[src/hw/rtl/wsli_pkg.sv]
// shared types, constants and helpers for the word-size limited integer alu
// no dependencies
`timescale 1ns / 1ps

package wsli_pkg;

	localparam int unsigned DataWidth = 64;
	localparam int unsigned WsWidth   = 6;
	localparam int unsigned NumCells  = DataWidth;
	localparam logic [WsWidth-1:0] WordSizeReset = 6'd63;

	typedef enum logic [3:0] {
		ACT_OR  = 4'd0,
		ACT_AND = 4'd1,
		ACT_XOR = 4'd2,
		ACT_LSL = 4'd3,
		ACT_LSR = 4'd4,
		ACT_ASR = 4'd5,
		ACT_ADD = 4'd6,
		ACT_SUB = 4'd7,
		ACT_MUL = 4'd8,
		ACT_DIV = 4'd9
	} action_e;

	// record that travels down the divider chain
	typedef struct packed {
		logic                 valid;
		logic                 is_div;
		logic                 q_neg;
		logic                 dz;
		logic [DataWidth-1:0] rem;
		logic [DataWidth-1:0] quo;
		logic [DataWidth-1:0] dvs;
	} div_rec_t;

	// bits above the sign position
	function automatic logic [DataWidth-1:0] high_mask(input logic [WsWidth-1:0] w);
		high_mask = ({DataWidth{1'b1}} << w) << 1;
	endfunction

	function automatic logic [DataWidth-1:0] wrap_word(input logic [DataWidth-1:0] v,
			input logic [WsWidth-1:0] w);
		logic [DataWidth-1:0] hi;
		hi = high_mask(w);
		wrap_word = v[w] ? (v | hi) : (v & ~hi);
	endfunction

endpackage

[src/hw/rtl/wsli_div_cell.sv]
// one restoring division step; non-divide records pass through unchanged
// depends on wsli_pkg
`timescale 1ns / 1ps

module wsli_div_cell (
	input  logic               clk,
	input  logic               arst_n,
	input  logic               en,
	input  wsli_pkg::div_rec_t rec_in,
	output wsli_pkg::div_rec_t rec_out
);
	localparam int unsigned W = wsli_pkg::DataWidth;

	logic [W:0]   t, diff;
	logic         ge;
	wsli_pkg::div_rec_t nxt, rec_q;

	always_comb begin
		t    = {rec_in.rem, rec_in.quo[W-1]};
		diff = t - {1'b0, rec_in.dvs};
		ge   = (t >= {1'b0, rec_in.dvs});
		nxt  = rec_in;
		if (rec_in.is_div) begin
			nxt.rem = ge ? diff[W-1:0] : t[W-1:0];
			nxt.quo = {rec_in.quo[W-2:0], ge};
		end
	end

	always_ff @(posedge clk or negedge arst_n) begin
		if (!arst_n) begin
			rec_q <= '0;
		end else if (en) begin
			rec_q <= nxt;
		end
	end

	assign rec_out = rec_q;

endmodule

[config.mk]
export PLATFORM = sky130hd
export DESIGN_NAME = wsli_div_cell
export DESIGN_NICKNAME = d
export VERILOG_FILES = /design/src/hw/rtl/wsli_pkg.sv /design/src/hw/rtl/wsli_div_cell.sv
export SDC_FILE = /design/constraint.sdc
export NUM_CORES = 1
export LEC_CHECK = 0
export BUFFER_PORTS_ARGS = -buffer_cell sky130_fd_sc_hd__buf_2
export CORE_ASPECT_RATIO = 0.5
export CORE_MARGIN = 2
export CORE_UTILIZATION = 53
export DETAILED_ROUTE_END_ITERATION = 10
export GPL_TIMING_DRIVEN = 0
export PLACE_DENSITY = 0.82
export REMOVE_ABC_BUFFERS = 1
export SYNTH_ARGS = -nofsm -noshare
export SYNTH_HDL_FRONTEND = slang
export SYNTH_SLANG_ARGS = --single-unit
[constraint.sdc]
create_clock -name clk -period 1.1 [get_ports clk]
set_input_delay 0.22 -clock clk [delete_from_list [all_inputs] [get_ports clk]]
set_output_delay 0.22 -clock clk [all_outputs]
set_load 0.02 [all_outputs]
==> out/results.txt <==
Port-buffer cells - 394
Nets@finish - 2,199
Sequential area share after synthesis - 38.05%
Routability cong. - 0.9161
# IOs - 395
Final core utilization - 84.34%
Sink Count - 196
Final wirelength - 57.34 mm
Actual slew at the worst max-slew pin - 0.9223 ns
Clock tree buffer depth - 2
Die height - 114.3 um
Setup violators final - 264
Yosys top cell by area - dfrtp_1
Crit-path cells - buf_8 > inv_4 > ha_4 > inv_2 > fa_2 > a21oi_2 > o211ai_1 > a221oi_2 > o211a_1 > o21ba_4 > o21ba_4 > nor3_2 > nor4_4 > buf_4 > o21ai_2 > xnor2_2 > o22ai_1
DP HPWL - 27.09 mm
Core Region - 0.02392 mm^2
Cell area power density - 1322 mW/mm^2
Rel. slew slack - 38.15%
CTS buffer count - 17
Min cycle time layout - 3.090 ns
Top-area cell type share of the netlist area - 38.05%
Synthesis Warnings - 0
Maximum clock frequency - 323.6 MHz
Initial antenna violation count - 2
Top post-synthesis cells by area - dfrtp_1 38%, mux2i_1 7.1%, a21oi_1 6.6%
Total grt overflow - 0
Synthesized flop and latch total - 196
Crit path max fanout - 5
Pins Over Slew Limit - 0
Via density - 6.593
CP max stage delay - 0.39 ns
Overall Global Routing Usage - 37.66%
Post-synthesis average cell area - 9.193 um^2
First-pass GRT wire length - 75.32 mm
Final hold viol count - 88
CTS tree - built
Pin count of the biggest net entering global routing - 120
Failing checks - hold timing, setup timing
CTS clk-pin slew, worst paths - 0.08 ns
Outcome - finished, violations left
Min-delay worst type - in -> async
Share of layout cells above drive strength 1 - 45.38%
EDFF count, synth - 0
Final WS setup - -1.990 ns
Placement Rows - 40
Ys flop type - dfrtp_1
Synth Instances - 1,402
Skew-Pair Late Insertion Delay - 0.46 ns
RSZ-0062 raised after global routing - true
Max-cap viol count - 0
Crit end category - flip-flop
Worst setup path class - in -> reg
Die X - 224.5 um
CP Data Arrival Time - 3.41 ns
Slowest cell on crit path - a221oi_2
Final worst-path cycle share - 280.9%
Setup crit start kind - input pin
DR WL/cell - 25.32 um
Clock root buffer - clkbuf_16
Synth-to-Final Area Change - 56.55%
Syn Std Cell Area - 0.01289 mm^2
Clock skew - 0 ns
Max reg flops - 196
Cell mode on critical path - o21ba_4
H-tree lvl count - 4
Drc violations - 0
Min Hold Slack - -0.2789 ns
Ys async rst share - 100.0%
Routed Antenna Nets - 0
Final TNS setup - -136.08 ns
Vias in the first global route - 13,850
Total iterations of the first detailed-routing run - 8
Vias - 14,930
Worst vdd ir - 1053 uV
DR iter-0 viols - 2,101
WP data required - 1.42 ns
Synth unique cells - 65
Initial Utilization - 53.88%
Leak - 0.009446 uW
DIE AREA - 0.02566 mm^2
## worst max-delay path: cells and delay by family
kind                     cells  cell delay, ns
AO/OA/AOI/OAI                8            1.67
adder cells (fa/ha/maj)      2            0.49
buffers and inverters        4            0.38
XOR/XNOR                     1            0.33
AND/OR/NAND/NOR              2            0.30
## cell type report
class | count | area, um^2
Antenna cell | 2 | 5.005
Clock buffer | 20 | 446.7
Clock inverter | 12 | 147.6
Fill cell | 1121 | 3746
Inverter | 85 | 329.1
Multi-Input combinational cell | 1031 | 8584
Sequential cell | 196 | 4905
Tap cell | 315 | 394.1
Timing Repair Buffer | 604 | 5365
## Yosys cell counts, types with 4 or more instances
library cell / number
dfrtp_1: 196
a21oi_1: 171
nor2_1: 124
mux2i_1: 92
inv_1: 85
o21ai_0: 79
clkbuf_1: 72
mux2_2: 69
ha_1: 64
nand2_1: 56
a21o_1: 55
xnor2_1: 35
nor2b_1: 29
a311oi_1: 24
o22ai_1: 24
xor2_1: 23
nand4_1: 19
nand3_1: 14
o21bai_1: 12
nand2b_1: 11
nor3_1: 11
buf_1: 9
o21a_1: 9
and3_1: 7
buf_2: 7
o21ai_1: 7
a211oi_1: 6
a221oi_1: 6
a31oi_1: 6
buf_6: 6
nand3b_1: 6
o2bb2ai_1: 5
and2_1: 4
and4_1: 4
o211ai_1: 4
or4_1: 4
## cell usage in the layout, fill, tap and decap left out, types with 20 or more instances in the layout
master / netlist / final
a21o_1: 55 / 55
a21oi_1: 171 / 142
a21oi_2: 0 / 24
buf_2: 7 / 177
buf_4: 0 / 163
buf_6: 6 / 212
dfrtp_1: 196 / 196
dlygate4sd3_1: 0 / 24
ha_1: 64 / 26
ha_4: 0 / 24
inv_1: 85 / 70
mux2_2: 69 / 67
mux2i_1: 92 / 86
nand2_1: 56 / 50
nor2_1: 124 / 119
nor2b_1: 29 / 28
o21ai_0: 79 / 67
xnor2_1: 35 / 31
xor2_1: 23 / 20
## power by group
part | switching [uW] | internal, uW
Combinational | 5870 | 5370
Clock | 3230 | 3470
Sequential | 704 | 8040
## logic make-up after synthesis
group	Yosys count	share of synthesized area, %
mux	161	13.17
xor+xnor	58	3.941
flops	196	38.05
simple gates	299	11.00
buf+inv	180	5.669
fa+ha+maj	65	6.368
compound gates	443	21.79
## what timing repair did
item,in CTS,in global routing
hold endpoints to repair,106,94
resized for setup,578,132
hold buffers,18,6
gates cloned,13,3
setup buffers,100,81
endpoints found under the setup margin,328,283
pin swaps,97,93
## through the flow
| stage | cells | worst slack, ns | hold slack (ns) | power [uW] | area [um^2] |
|---|---|---|---|---|---|
| after floorplan | 1307 | -3.326 | -0.07559 | 12920 | 12480 |
| after global placement | 2016 | -6.759 | 0.4559 | 15500 | 14840 |
| after detailed placement | 2021 | -3.232 | 0.2676 | 15610 | 15010 |
| after CTS | 2184 | -1.845 | -0.2264 | 24770 | 18980 |
| after global routing | 2265 | -1.996 | -0.2105 | 27460 | 20180 |
| final | 2265 | -1.990 | -0.2789 | 26670 | 20180 |
## worst paths after layout
check,from,to,slack [ns],cells after the start
worst max-delay path,rec_in[127],rec_out[190],-1.99,17
worst min-delay path,arst_n,rec_out[143],-0.28,1
worst max register to register,rec_out[187],rec_out[187],-0.33,4
worst min register to register,rec_out[152],rec_out[152],0.51,1
max in group asynchronous,arst_n,rec_out[81],0.38,2
min in group clk,rec_in[51],rec_out[51],0,2
## per-layer routing
metal	track usage, %	up-vias	share of wire (%)
met5	0	-	0.019
met4	18.72	2	7.7
met3	8.879	426	10
met2	63.24	1254	46
met1	46.09	7127	36
li1	-	6125	-
(Power assumes the default switching activity.)
